--- src/rtl/core/goi_ram.sv ---
// Generic single-port-write, single-port-read synchronous RAM with a
// registered read. No dependencies.
module goi_ram #(
  parameter int WIDTH = 8,
  parameter int DEPTH = 256
) (
  input  logic                     clk,
  input  logic                     we,
  input  logic [$clog2(DEPTH)-1:0] waddr,
  input  logic [WIDTH-1:0]         wdata,
  input  logic                     re,
  input  logic [$clog2(DEPTH)-1:0] raddr,
  output logic [WIDTH-1:0]         rdata
);

  logic [WIDTH-1:0] mem [DEPTH];

  // Write port.
  always_ff @(posedge clk) begin
    if (we) begin
      mem[waddr] <= wdata;
    end
  end

  // Registered read port.
  always_ff @(posedge clk) begin
    if (re) begin
      rdata <= mem[raddr];
    end
  end

endmodule

--- config.mk ---
export PLATFORM = sky130hd
export DESIGN_NAME = goi_ram
export DESIGN_NICKNAME = d
export VERILOG_FILES = /design/src/rtl/core/goi_ram.sv
export SDC_FILE = /design/constraint.sdc
export NUM_CORES = 2
export LEC_CHECK = 0
export BUFFER_PORTS_ARGS = -buffer_cell sky130_fd_sc_hd__buf_4
export CAP_MARGIN = 10
export CORE_ASPECT_RATIO = 0.9
export CORE_MARGIN = 2
export CORE_UTILIZATION = 50
export DETAILED_ROUTE_END_ITERATION = 8
export GPL_TIMING_DRIVEN = 0
export PLACE_DENSITY = 0.76
export SLEW_MARGIN = 30
export SYNTH_ARGS = -nofsm -noshare
export SYNTH_HDL_FRONTEND = slang
export SYNTH_SLANG_ARGS = --single-unit
--- constraint.sdc ---
create_clock -name clk -period 3.4 [get_ports clk]
set_input_delay 0.85 -clock clk [delete_from_list [all_inputs] [get_ports clk]]
set_output_delay 0.85 -clock clk [all_outputs]
set_load 0.005 [all_outputs]
==> results.json <==
{
  "post_drt_wl_per_cell_um": 37.78,
  "worst-path-max-fanout": 10,
  "routed_wire_length_mm": 235.9,
  "design.portCount": 35,
  "number_of_buffers_created_by_cts": 183,
  "ant_nets": 0,
  "timing.final.crit_share": 1.061,
  "worst_setup_path_end_kind": "register",
  "worst_path_max_delay_cell": "sky130_fd_sc_hd__nor4_2",
  "initial_utilization": 0.5052,
  "yosysSeqAreaShare": 0.7753,
  "cts.clk_slew.worst_paths_ns": 0.06,
  "detail_route.drc_violations": 6,
  "result_of_the_run": "finished with violations",
  "finalWorstSetupSlack_ns": -0.2060,
  "all_layer_gr_usage": 0.2883,
  "tritoncts_clock_tree": "built",
  "areaGrowthSynthToFinish_pct": 12.96,
  "cts-htree-levels": 4,
  "worstPathRequired_ns": 3.92,
  "min_path_type": "input pin to register",
  "vdd.ir_drop.worst_mv": 0.5834,
  "floorplan.die.height_um": 382.6,
  "post-route-min-period_ns": 3.606,
  "hold_violations": 0,
  "drive_gt1_frac": 0.2587,
  "syn-num-nets": 3760,
  "yosys_warnings": 0,
  "critical_path.cell_chain": "buf_4 -> clkbuf_1 -> buf_6 -> or2_2 -> buf_1 -> clkbuf_2 -> a21oi_1 -> nor4_2 -> nor4_4",
  "crit_path_start_kind": "input pin",
  "whs_ns": 0.3250,
  "clock_tree.root_cell": "sky130_fd_sc_hd__clkbuf_16",
  "post_synth_num_cell_types": 54,
  "synth-seq-cells": 2056,
  "detailedRoute.firstPassIterationCount": 9,
  "syn_area_um2": 79640,
  "grt_setup_unrepaired": "true",
  "worstSetupPathType": "input pin to register",
  "fp.dieW_um": 424.7,
  "detail_route.vias_per_cell": 6.908,
  "layout_commonest_cell": "sky130_fd_sc_hd__edfxtp_1",
  "synth-async-reset-ratio": 0,
  "clock_skew_ns": 0.02340,
  "buffer_ports.inserted": 27,
  "postSynthAreaPerCell_um2": 21.33,
  "die-area_um2": 162500,
  "setup_viol_count_final": 110,
  "crit_arrival_ns": 4.13,
  "dp.cells": 5896,
  "power_density_nw_per_um2": 570.1,
  "maxSlewViolCount": 0,
  "main_synth_ff_type": "sky130_fd_sc_hd__edfxtp_1",
  "grt_antenna_before_repair": 13,
  "nets_finish": 4008,
  "final_standard_cell_count_with_taps_included_and_fillers_excluded": 6244,
  "max_buffers_root_to_sink": 3,
  "gpl.final_weighted_congestion": 1.020,
  "failed_checks": "DRC, setup timing",
  "pre_cts_slack_ns": -1.707,
  "cts_num_sinks": 2056,
  "max_cap_viol_count": 0,
  "p_leak_uw": 0.02764,
  "layout_common_cells": "sky130_fd_sc_hd__edfxtp_1 (2056), sky130_fd_sc_hd__mux4_2 (454), sky130_fd_sc_hd__nor2_1 (218)",
  "globalRouteOverflowTotal": 0,
  "timing.critical_path.slowest_cell_delay_ns": 0.73,
  "maxClockFrequency_ghz": 0.2773,
  "num_vias": 43130,
  "pin_slew_with_the_least_headroom_to_its_limit_ns": 1.257,
  "std_cell_rows": 138,
  "drt_first_iter_violations": 9094,
  "hpwl_mm": 156.0,
  "grt_start_max_net_pins": 127,
  "grt_first_pass_wirelength_mm": 323.0,
  "postSynthCellCount": 3733,
  "coreArea_um2": 157600,
  "first_global_vias": 41670,
  "synth_edf_count": 2056,
  "worstSkewPairLatency_ns": 0.82,
  "worst_relative_slew_slack": 0.1619
}
## final timing paths
| path | start | depth (start not counted) | endpoint | slack (ns) |
|---|---|---|---|---|
| setup / recovery | raddr[3] | 9 | rdata[1] | -0.21 |
| hold / removal | re | 1 | rdata[7] | 0.32 |
| setup reg to reg | mem[235][6] | 5 | rdata[6] | 0.59 |
| hold reg to reg | mem[33][5] | 6 | rdata[5] | 1.45 |
## final cells by class
cell class                      instances  area (µm²)
Multi-Input combinational cell       1442       17160
Inverter                                2       7.507
Timing Repair Buffer                   65        1137
Antenna cell                            8       20.02
Fill cell                           10920       67680
Clock buffer                          239        4938
Clock inverter                        101       742.0
Buffer                                231        1587
Sequential cell                      2056       61740
Tap cell                             2100        2628
## sequential cells by signal (all words and copies together), names as in the netlist
| signal | cells |
|---|---|
| rdata | 8 |
| mem | 2048 |
## report_power, final
group | switching, µW | internal, µW | total, µW
Clock | 9230 | 10900 | 20100
Sequential | 17.9 | 27900 | 28000
Combinational | 2180 | 1000 | 3180
Total | 11400 | 39900 | 51300
## critical path: cells and delay by family
kind,cells,cell delay [ns]
AND/OR/NAND/NOR,3,1.05
buffers and inverters,5,1.89
AO/OA/AOI/OAI,1,0.32
## through the flow
stage	total power (µW)	util	cell area, µm²	TNS, ns
4_1_cts	50980	0.5684	89600	-0.03059
2_1_floorplan	29870	-	79640	0
3_3_place_gp	31270	0.5231	82470	-1065.83
6_report	51290	0.5706	89960	-8.283
5_1_grt	52070	0.5706	89950	-0.8112
3_5_place_dp	31400	0.5300	83550	-580.01
## routing by layer
metal / global-route usage / share of wire / vias up
met5: 0 / 0.00036 / -
met4: 0.1530 / 0.063 / 14
met3: 0.1180 / 0.17 / 774
met2: 0.4124 / 0.43 / 4115
met1: 0.3790 / 0.33 / 22020
li1: - / - / 16210
## logic make-up (layout without fill, tap and decap cells)
group / Yosys count / after routing / share of synthesized area
and+or+nand+nor: 466 / 466 / 0.02625
DFF: 2056 / 2056 / 0.7753
other: 0 / 8 / 0
AOI/OAI and AO/OA: 385 / 385 / 0.03416
buffers and inverters: 235 / 638 / 0.01829
muxes: 591 / 591 / 0.1460
## cells in the mapped netlist (2+ instances only)
master / instances / area [µm²]
sky130_fd_sc_hd__nand2b_1: 8 / 50.05
sky130_fd_sc_hd__o21ai_0: 10 / 50.05
sky130_fd_sc_hd__a22o_1: 8 / 70.07
sky130_fd_sc_hd__mux4_2: 454 / 10220
sky130_fd_sc_hd__and2_1: 6 / 37.54
sky130_fd_sc_hd__a22oi_1: 133 / 998.5
sky130_fd_sc_hd__nor4_2: 3 / 37.54
sky130_fd_sc_hd__a2111oi_1: 2 / 20.02
sky130_fd_sc_hd__buf_6: 21 / 236.5
sky130_fd_sc_hd__a311oi_1: 2 / 17.52
sky130_fd_sc_hd__nor3_1: 22 / 110.1
sky130_fd_sc_hd__nand4_1: 10 / 62.56
sky130_fd_sc_hd__nor2_1: 282 / 1059
sky130_fd_sc_hd__a31oi_1: 2 / 12.51
sky130_fd_sc_hd__o21ai_1: 2 / 10.01
sky130_fd_sc_hd__and3b_1: 2 / 17.52
sky130_fd_sc_hd__buf_12: 8 / 160.2
sky130_fd_sc_hd__edfxtp_1: 2056 / 61740
sky130_fd_sc_hd__buf_4: 27 / 202.7
sky130_fd_sc_hd__buf_2: 31 / 155.2
sky130_fd_sc_hd__o22ai_1: 28 / 175.2
sky130_fd_sc_hd__nand3b_1: 2 / 15.01
sky130_fd_sc_hd__a2111oi_0: 2 / 17.52
sky130_fd_sc_hd__or2_2: 4 / 25.02
sky130_fd_sc_hd__buf_1: 22 / 82.58
sky130_fd_sc_hd__mux4_1: 2 / 52.55
sky130_fd_sc_hd__a211oi_1: 16 / 120.1
sky130_fd_sc_hd__clkbuf_1: 111 / 416.7
sky130_fd_sc_hd__nand2_1: 33 / 123.9
sky130_fd_sc_hd__a21oi_1: 96 / 480.5
sky130_fd_sc_hd__buf_8: 13 / 195.2
sky130_fd_sc_hd__a221oi_1: 13 / 113.9
sky130_fd_sc_hd__o22a_1: 5 / 43.79
sky130_fd_sc_hd__o211ai_1: 10 / 75.07
sky130_fd_sc_hd__o32ai_1: 4 / 35.03
sky130_fd_sc_hd__nor4_1: 24 / 150.1
sky130_fd_sc_hd__mux2i_1: 134 / 1341
sky130_fd_sc_hd__o221ai_1: 46 / 402.9
sky130_fd_sc_hd__nand3_1: 34 / 170.2
sky130_fd_sc_hd__nor2b_1: 31 / 193.9
## what timing repair did
item / 4_1_cts / 5_1_grt
pin swaps: 0 / 1
buffers inserted: 0 / 2
gates resized for setup: 86 / 79
hold buffers: 0 / 0
endpoints found under the hold margin: 0 / 0
endpoints found under the setup margin: 8 / 263
Power figures use the tool's default switching activity.
