## config.mk

```make
export PLATFORM = sky130hd
export DESIGN_NAME = goi_scan
export DESIGN_NICKNAME = d
export VERILOG_FILES = /design/src/rtl/core/goi_pkg.sv /design/src/rtl/core/goi_scan.sv
export SDC_FILE = /design/constraint.sdc
export NUM_CORES = 1
export LEC_CHECK = 0
export ABC_AREA = 0
export BUFFER_PORTS_ARGS = -buffer_cell sky130_fd_sc_hd__clkbuf_2
export CAP_MARGIN = 20
export CORE_UTILIZATION = 40
export CTS_CLUSTER_DIAMETER = 50
export CTS_CLUSTER_SIZE = 40
export DETAILED_ROUTE_END_ITERATION = 10
export GPL_TIMING_DRIVEN = 0
export PLACE_DENSITY = 0.57
export REMOVE_ABC_BUFFERS = 1
export SETUP_SLACK_MARGIN = 0.3
export SYNTH_ARGS = -nofsm -noshare
export SYNTH_HDL_FRONTEND = slang
export SYNTH_SLANG_ARGS = --single-unit
```

## constraint.sdc

```tcl
create_clock -name clk -period 5.17 [get_ports clk]
set_input_delay 0.2585 -clock clk [delete_from_list [all_inputs] [get_ports clk]]
set_output_delay 0.2585 -clock clk [all_outputs]
set_load 0.005 [all_outputs]
```

## src/rtl/core/goi_pkg.sv

```systemverilog
// Package for the grid obstacle inflation block: sizes, cell codes, state
// encoding and the word types passed between the top level and the scanner.
// No dependencies.
package goi_pkg;

  // Store dimensions and the largest growth radius.
  localparam int MAX_WIDTH  = 256;
  localparam int MAX_HEIGHT = 256;
  localparam int MAX_RADIUS = 15;

  // Address bits per axis; the store is addressed as {row, column}.
  localparam int X_W       = $clog2(MAX_WIDTH);
  localparam int Y_W       = $clog2(MAX_HEIGHT);
  localparam int ADDR_W    = X_W + Y_W;
  localparam int RAM_DEPTH = 1 << ADDR_W;

  // Working width of coordinates: holds a map size, a column plus the radius.
  localparam int XY_W = (X_W > Y_W) ? X_W : Y_W;
  localparam int CO_W = ((XY_W > 9) ? XY_W : 9) + 1;

  // Fixed field widths.
  localparam int CELL_W = 8;
  localparam int SIZE_W = 9;
  localparam int RAD_W  = 4;
  localparam int IDX_W  = 2;

  typedef logic signed [CELL_W-1:0] cell_t;
  typedef logic [CO_W-1:0]          coord_t;

  // Cell codes.
  localparam cell_t CELL_OCCUPIED = 8'sd100;
  localparam cell_t CELL_FREE     = 8'sd0;
  localparam cell_t CELL_UNKNOWN  = -8'sd1;
  localparam cell_t CELL_EMPTY    = -8'sd128;

  // Item kinds.
  localparam logic KIND_WRITE = 1'b0;
  localparam logic KIND_QUERY = 1'b1;

  // Configuration register indexes.
  localparam logic [IDX_W-1:0] REG_MAP_WIDTH      = 2'd0;
  localparam logic [IDX_W-1:0] REG_MAP_HEIGHT     = 2'd1;
  localparam logic [IDX_W-1:0] REG_INFLATE_RADIUS = 2'd2;

  // Scanner states.
  typedef enum logic [2:0] {
    ST_IDLE,
    ST_SETUP,
    ST_SCAN,
    ST_DRAIN,
    ST_DONE
  } goi_state_t;

  // Query command from the top level to the scanner.
  typedef struct packed {
    logic              start;
    logic [7:0]        cx;
    logic [7:0]        cy;
    logic [RAD_W-1:0]  radius;
    logic [SIZE_W-1:0] width;
    logic [SIZE_W-1:0] height;
  } goi_cmd_t;

  // Finished query result from the scanner.
  typedef struct packed {
    logic  valid;
    cell_t value;
    logic  oor;
  } goi_res_t;

  // Store address of a cell.
  function automatic logic [ADDR_W-1:0] goi_addr(input coord_t x, input coord_t y);
    goi_addr = {y[Y_W-1:0], x[X_W-1:0]};
  endfunction

endpackage

```

## src/rtl/core/goi_scan.sv

```systemverilog
// Query scanner: clips the square window to the map, walks it one cell per
// cycle through the map memory read port and forms the inflated value.
// Depends on goi_pkg.
module goi_scan (
  input  logic                  clk,
  input  logic                  rst_n,
  input  goi_pkg::goi_cmd_t     cmd,
  output logic                  idle,
  output logic                  rd_en,
  output logic [goi_pkg::ADDR_W-1:0] rd_addr,
  input  logic [goi_pkg::CELL_W-1:0] rd_data,
  output goi_pkg::goi_res_t     res,
  input  logic                  res_take
);
  import goi_pkg::*;

  goi_state_t state_r, state_nxt;

  coord_t cx_r, cx_nxt;
  coord_t cy_r, cy_nxt;
  coord_t r_r, r_nxt;
  coord_t w_r, w_nxt;
  coord_t h_r, h_nxt;
  coord_t x0_r, x0_nxt;
  coord_t x1_r, x1_nxt;
  coord_t y1_r, y1_nxt;
  coord_t x_r, x_nxt;
  coord_t y_r, y_nxt;
  logic   hit_r, hit_nxt;
  cell_t  own_r, own_nxt;
  logic   oor_r, oor_nxt;
  logic   rv_r, rv_nxt;
  logic   rown_r, rown_nxt;

  coord_t x_lo, x_hi_raw, x_hi, y_lo, y_hi_raw, y_hi;
  logic   oor_now, x_last, y_last;
  cell_t  rd_cell;

  assign rd_cell = cell_t'(rd_data);

  // Window bounds, clipped to the map; used in the setup cycle.
  always_comb begin
    x_lo     = (cx_r >= r_r) ? (cx_r - r_r) : '0;
    y_lo     = (cy_r >= r_r) ? (cy_r - r_r) : '0;
    x_hi_raw = cx_r + r_r;
    y_hi_raw = cy_r + r_r;
    x_hi     = (x_hi_raw > (w_r - coord_t'(1))) ? (w_r - coord_t'(1)) : x_hi_raw;
    y_hi     = (y_hi_raw > (h_r - coord_t'(1))) ? (h_r - coord_t'(1)) : y_hi_raw;
    oor_now  = (cx_r >= w_r) || (cy_r >= h_r);
    x_last   = (x_r == x1_r);
    y_last   = (y_r == y1_r);
  end

  // Next state.
  always_comb begin
    state_nxt = state_r;
    case (state_r)
      ST_IDLE: begin
        if (cmd.start) begin
          state_nxt = ST_SETUP;
        end
      end
      ST_SETUP: begin
        state_nxt = oor_now ? ST_DONE : ST_SCAN;
      end
      ST_SCAN: begin
        if (x_last && y_last) begin
          state_nxt = ST_DRAIN;
        end
      end
      ST_DRAIN: begin
        state_nxt = ST_DONE;
      end
      ST_DONE: begin
        if (res_take) begin
          state_nxt = ST_IDLE;
        end
      end
      default: begin
        state_nxt = ST_IDLE;
      end
    endcase
  end

  // State outputs: read requests, busy flag and the finished result.
  always_comb begin
    idle      = 1'b0;
    rd_en     = 1'b0;
    res.valid = 1'b0;
    case (state_r)
      ST_IDLE:  idle = 1'b1;
      ST_SCAN:  rd_en = 1'b1;
      ST_DONE:  res.valid = 1'b1;
      default:  idle = 1'b0;
    endcase
    rd_addr = goi_addr(x_r, y_r);
    res.oor = oor_r;
    if (oor_r) begin
      res.value = CELL_EMPTY;
    end else if (hit_r) begin
      res.value = CELL_OCCUPIED;
    end else if ((own_r == CELL_FREE) || (own_r == CELL_UNKNOWN)) begin
      res.value = own_r;
    end else begin
      res.value = CELL_EMPTY;
    end
  end

  // Datapath: capture the command, set up bounds, step the window and
  // fold each returned word into the hit flag and the own cell value.
  always_comb begin
    cx_nxt   = cx_r;
    cy_nxt   = cy_r;
    r_nxt    = r_r;
    w_nxt    = w_r;
    h_nxt    = h_r;
    x0_nxt   = x0_r;
    x1_nxt   = x1_r;
    y1_nxt   = y1_r;
    x_nxt    = x_r;
    y_nxt    = y_r;
    hit_nxt  = hit_r;
    own_nxt  = own_r;
    oor_nxt  = oor_r;
    rv_nxt   = rd_en;
    rown_nxt = rd_en && (x_r == cx_r) && (y_r == cy_r);

    if (state_r == ST_IDLE && cmd.start) begin
      cx_nxt = coord_t'(cmd.cx);
      cy_nxt = coord_t'(cmd.cy);
      r_nxt  = (coord_t'(cmd.radius) > coord_t'(MAX_RADIUS)) ?
               coord_t'(MAX_RADIUS) : coord_t'(cmd.radius);
      w_nxt  = (coord_t'(cmd.width) > coord_t'(MAX_WIDTH)) ?
               coord_t'(MAX_WIDTH) : coord_t'(cmd.width);
      h_nxt  = (coord_t'(cmd.height) > coord_t'(MAX_HEIGHT)) ?
               coord_t'(MAX_HEIGHT) : coord_t'(cmd.height);
    end

    if (state_r == ST_SETUP) begin
      x0_nxt  = x_lo;
      x1_nxt  = x_hi;
      y1_nxt  = y_hi;
      x_nxt   = x_lo;
      y_nxt   = y_lo;
      hit_nxt = 1'b0;
      oor_nxt = oor_now;
    end

    if (state_r == ST_SCAN) begin
      if (x_last) begin
        x_nxt = x0_r;
        y_nxt = y_r + coord_t'(1);
      end else begin
        x_nxt = x_r + coord_t'(1);
      end
    end

    if (rv_r) begin
      if (rd_cell == CELL_OCCUPIED) begin
        hit_nxt = 1'b1;
      end
      if (rown_r) begin
        own_nxt = rd_cell;
      end
    end
  end

  // Control registers.
  always_ff @(posedge clk) begin
    if (!rst_n) begin
      state_r <= ST_IDLE;
      rv_r    <= 1'b0;
    end else begin
      state_r <= state_nxt;
      rv_r    <= rv_nxt;
    end
  end

  // Payload registers.
  always_ff @(posedge clk) begin
    cx_r   <= cx_nxt;
    cy_r   <= cy_nxt;
    r_r    <= r_nxt;
    w_r    <= w_nxt;
    h_r    <= h_nxt;
    x0_r   <= x0_nxt;
    x1_r   <= x1_nxt;
    y1_r   <= y1_nxt;
    x_r    <= x_nxt;
    y_r    <= y_nxt;
    hit_r  <= hit_nxt;
    own_r  <= own_nxt;
    oor_r  <= oor_nxt;
    rown_r <= rown_nxt;
  end

endmodule

```

==> metrics.log <==
[metrics] number of diodes: 0
[metrics] Rel. slew slack: 0.486
[metrics] number of cells in the design after placement: between 900 and 1,000
[metrics] most instantiated library cell after synthesis: edfxtp_1
[metrics] slew at the pin with the worst max-slew slack: about 0.77 ns
[metrics] hold violation total from the final report: 0
[metrics] # fillers: 1,539
[metrics] first-pass iteration count of the detailed router: 4
[metrics] count of H-tree levels built during CTS: 3
[metrics] CP Max Fanout: 9
[metrics] IO Count: 78
[metrics] count of routing violations after the opening detailed-route iteration: 244
[metrics] Hold WS: 0.0758 ns
[metrics] arrival time at the worst endpoint: 3.88 ns
[metrics] Clk pin slew, worst setup/hold paths: 0.07 ns
[metrics] peak per-stage delay on the critical path: 0.52 ns
[metrics] startpoint type of the worst setup path: flop
[metrics] maximum clock insertion buffer count: 2
[metrics] warning count from the yosys run: 0
[metrics] number of instances in the synthesized netlist: 672
[metrics] clock latency at the later pin of the worst-skew pair: around 0.36 ns
[metrics] proportion of netlist area held by the largest area contributor: 0.378
[metrics] cell at the slowest stage of the critical path: edfxtp_1
[metrics] count of flip-flops with a built-in enable after synthesis: 86
[metrics] Max Clock Skew: 0.00806 ns
[metrics] leakage power total: between 0.003 and 0.004 uW
[metrics] overall routing resource usage: 0.180
[metrics] power consumption: 2670 uW
[metrics] count of endpoints failing setup in the final report: 0
[metrics] number of pins with negative max-slew slack in the final report: 0
[metrics] flops & latches, synth: 102
[metrics] clock sink total: 102
[metrics] total cell area at the placement stage: 7300 um2
[metrics] Horiz. Die Dim: roughly 130 um
[metrics] vias in the first global route: 4,859
[metrics] depth of the most critical reg-to-reg path: 13
[metrics] cell at the root of the clock tree: clkbuf_16
[metrics] Die Outline Area: 17,600 um2
[metrics] fraction of the cycle the final worst path needs: 0.731
[metrics] post-synth cell types: 62
[metrics] post-route setup TNS: 0 ns
[metrics] total number of vias: between 4,000 and 5,000
[metrics] peak ir drop on the vdd network: between 0.15 and 0.2 mV
[metrics] Hold Path Class: in -> reg
[metrics] average wire length per cell after detail routing: about 16 um
[metrics] top post-synthesis cells by count: edfxtp_1 (86), xnor2_1 (56), ha_1 (54), inv_1 (49), nor2_1 (39)
[metrics] Period minus WS final: 3.78 ns
[metrics] RSZ-0062 raised after global routing: no
[metrics] leftover overflow at the end of global routing: 0
[metrics] starting utilization of the core area: 0.411
[metrics] netlist area before placement: approximately 6800 um2
[metrics] Synth area leaders: edfxtp_1 (38%), ha_1 (9.9%), xnor2_1 (7.2%)
[metrics] number of standard cells in the final layout excluding fillers: 940
[metrics] count of input and output buffers: 77
[metrics] endpoint kind of the worst setup timing path: flop
[metrics] Die H: between 100 and 150 um
[metrics] Hold Path Cell Cnt: 1
[metrics] total half-perimeter wirelength after legalization and detailed placement: 11,600 um
[metrics] vias per cell: 5.15
[metrics] post-cts repair resize count: 0
[metrics] global placement routability congestion: 0.880
[metrics] sum of routed wire length over all layers: 14,900 um
[metrics] start-to-end type of the worst setup path: reg -> reg
[metrics] power per cell area: 350 nW/um2
[metrics] proportion of synthesized chip area in sequential cells: 0.425
[metrics] ordered cell list for the critical path: ha_1, inv_1, a21oi_1, o21bai_1, nand3_1, xor2_1, inv_1, ha_1, a21oi_1, nor2b_1, or4_1, o311a_1, o21a_1
[metrics] number of remaining DRC errors: 0
[metrics] Hold-fix buffers, CTS: 0
[metrics] initial antenna violation count: 0
[metrics] maximum frequency from static timing analysis: 265 MHz
[metrics] total core area: 16,600 um2
[metrics] largest net degree at the start of global routing: 20
[metrics] average size of a mapped cell: 10.2 um2
[metrics] Post-synth top flop: edfxtp_1
[metrics] TritonCTS clock tree: built
[metrics] number of CTS-inserted buffers: 9
[metrics] required time at the worst-slack endpoint: 5.27 ns
[metrics] Area Growth Syn to Fin: 11.6%
[metrics] global-route wire length before repair: 24,700 um
[metrics] proportion of synthesized flip-flops having asynchronous set or reset: 0
[metrics] total of max-cap violations: 0
[metrics] result of the run: complete, no violations
[metrics] cell type with the largest total area after synthesis: edfxtp_1
[metrics] nets@finish: 823
[metrics] total setup buffers inserted after CTS: 0
[metrics] antenna-violating nets left: 0
[metrics] share of final-layout standard cells stronger than drive strength 1: 0.160
[metrics] total number of placement rows: 47
[metrics] cell area after layout: 7630 um2
## through the flow
step | utilization | setup WS [ns]
CTS | 0.458 | 1.37
global placement | 0.434 | 0.484
finish | 0.458 | 1.39
global route | 0.458 | 1.11
detailed placement | 0.438 | 1.39
floorplan | - | 1.58
## metal layers
| layer | part of all wire | up-vias | GRT usage |
|---|---|---|---|
| li1 | - | 2465 | - |
| met1 | 0.48 | 2230 | 0.242 |
| met2 | 0.45 | 118 | 0.288 |
| met3 | 0.042 | 25 | 0.0345 |
| met4 | 0.023 | 0 | 0.0651 |
| met5 | 0 | - | 0 |
## state kept, by name, summed over array words and instances, names as in the netlist
register  count
x_r          10
x0_r          9
rown_r        1
own_r         8
y1_r         10
oor_r         1
cy_r          8
y_r          10
rv_r          1
state_r       3
hit_r         1
x1_r         10
h_r           9
r_r           4
w_r           9
cx_r          8
## worst max-delay path: cells and delay by family (launching register included)
| family | cells | cell delay (ns) |
|---|---|---|
| buf+inv | 2 | 0.19 |
| simple gates | 3 | 0.69 |
| xor+xnor | 1 | 0.26 |
| compound gates | 5 | 1.08 |
| flops | 1 | 0.52 |
| fa+ha+maj | 2 | 0.78 |
## cell type report
type / count / area (um2) / area share
Tap cell: 220 / 275 / 0.0361
Multi-Input combinational cell: 470 / 3480 / 0.456
Clock inverter: 4 / 50.0 / 0.00656
Clock buffer: 12 / 278 / 0.0364
Inverter: 49 / 184 / 0.0241
Timing Repair Buffer: 83 / 463 / 0.0607
Sequential cell: 102 / 2900 / 0.380
## cell families after synthesis
group	count (synthesis)	share of synthesized area
mux	20	0.0300
compound gates	97	0.0984
fa+ha+maj	58	0.111
flops	102	0.425
xor+xnor	76	0.0973
other cells	1	0.000548
simple gates	217	0.170
buf+inv	101	0.0683
## placed cells by master (no fill, tap or decap), types with 5 or more instances in the layout
master,synthesis,routed
nand4_1,25,25
xnor2_1,56,56
edfxtp_1,86,86
a211oi_1,6,6
nor2b_1,23,23
and3_1,9,9
clkbuf_16,0,10
nand2b_1,8,8
nand2_1,34,34
clkbuf_2,0,78
nor2_1,39,39
dfxtp_1,16,16
o21ai_0,10,10
inv_1,49,49
or3_1,5,5
nand3_1,22,22
a21o_1,6,6
nor3_1,19,18
ha_1,54,54
a21oi_1,32,32
mux2i_1,19,19
nor4_1,12,12
xor2_1,20,20
## report_power, final
| group | internal (uW) | switching [uW] | leakage [uW] |
|---|---|---|---|
| Combinational | 360 | 395 | 0.00193 |
| Sequential | 1020 | 163 | 0.000944 |
| Clock | 431 | 300 | 0.000164 |
## final timing paths
| kind | start | end | slack (ns) |
|---|---|---|---|
| hold reg to reg | rv_r$_SDFF_PN0_ | hit_r$_DFF_P_ | 0.47 |
| setup reg to reg | cy_r[2]$_DFFE_PP_ | y1_r[7]$_DFFE_PP_ | 1.39 |
| setup / recovery | cy_r[2]$_DFFE_PP_ | y1_r[7]$_DFFE_PP_ | 1.39 |
| hold / removal | cmd[28] | cy_r[6]$_DFFE_PP_ | 0.08 |
(Power assumes the default switching activity.)
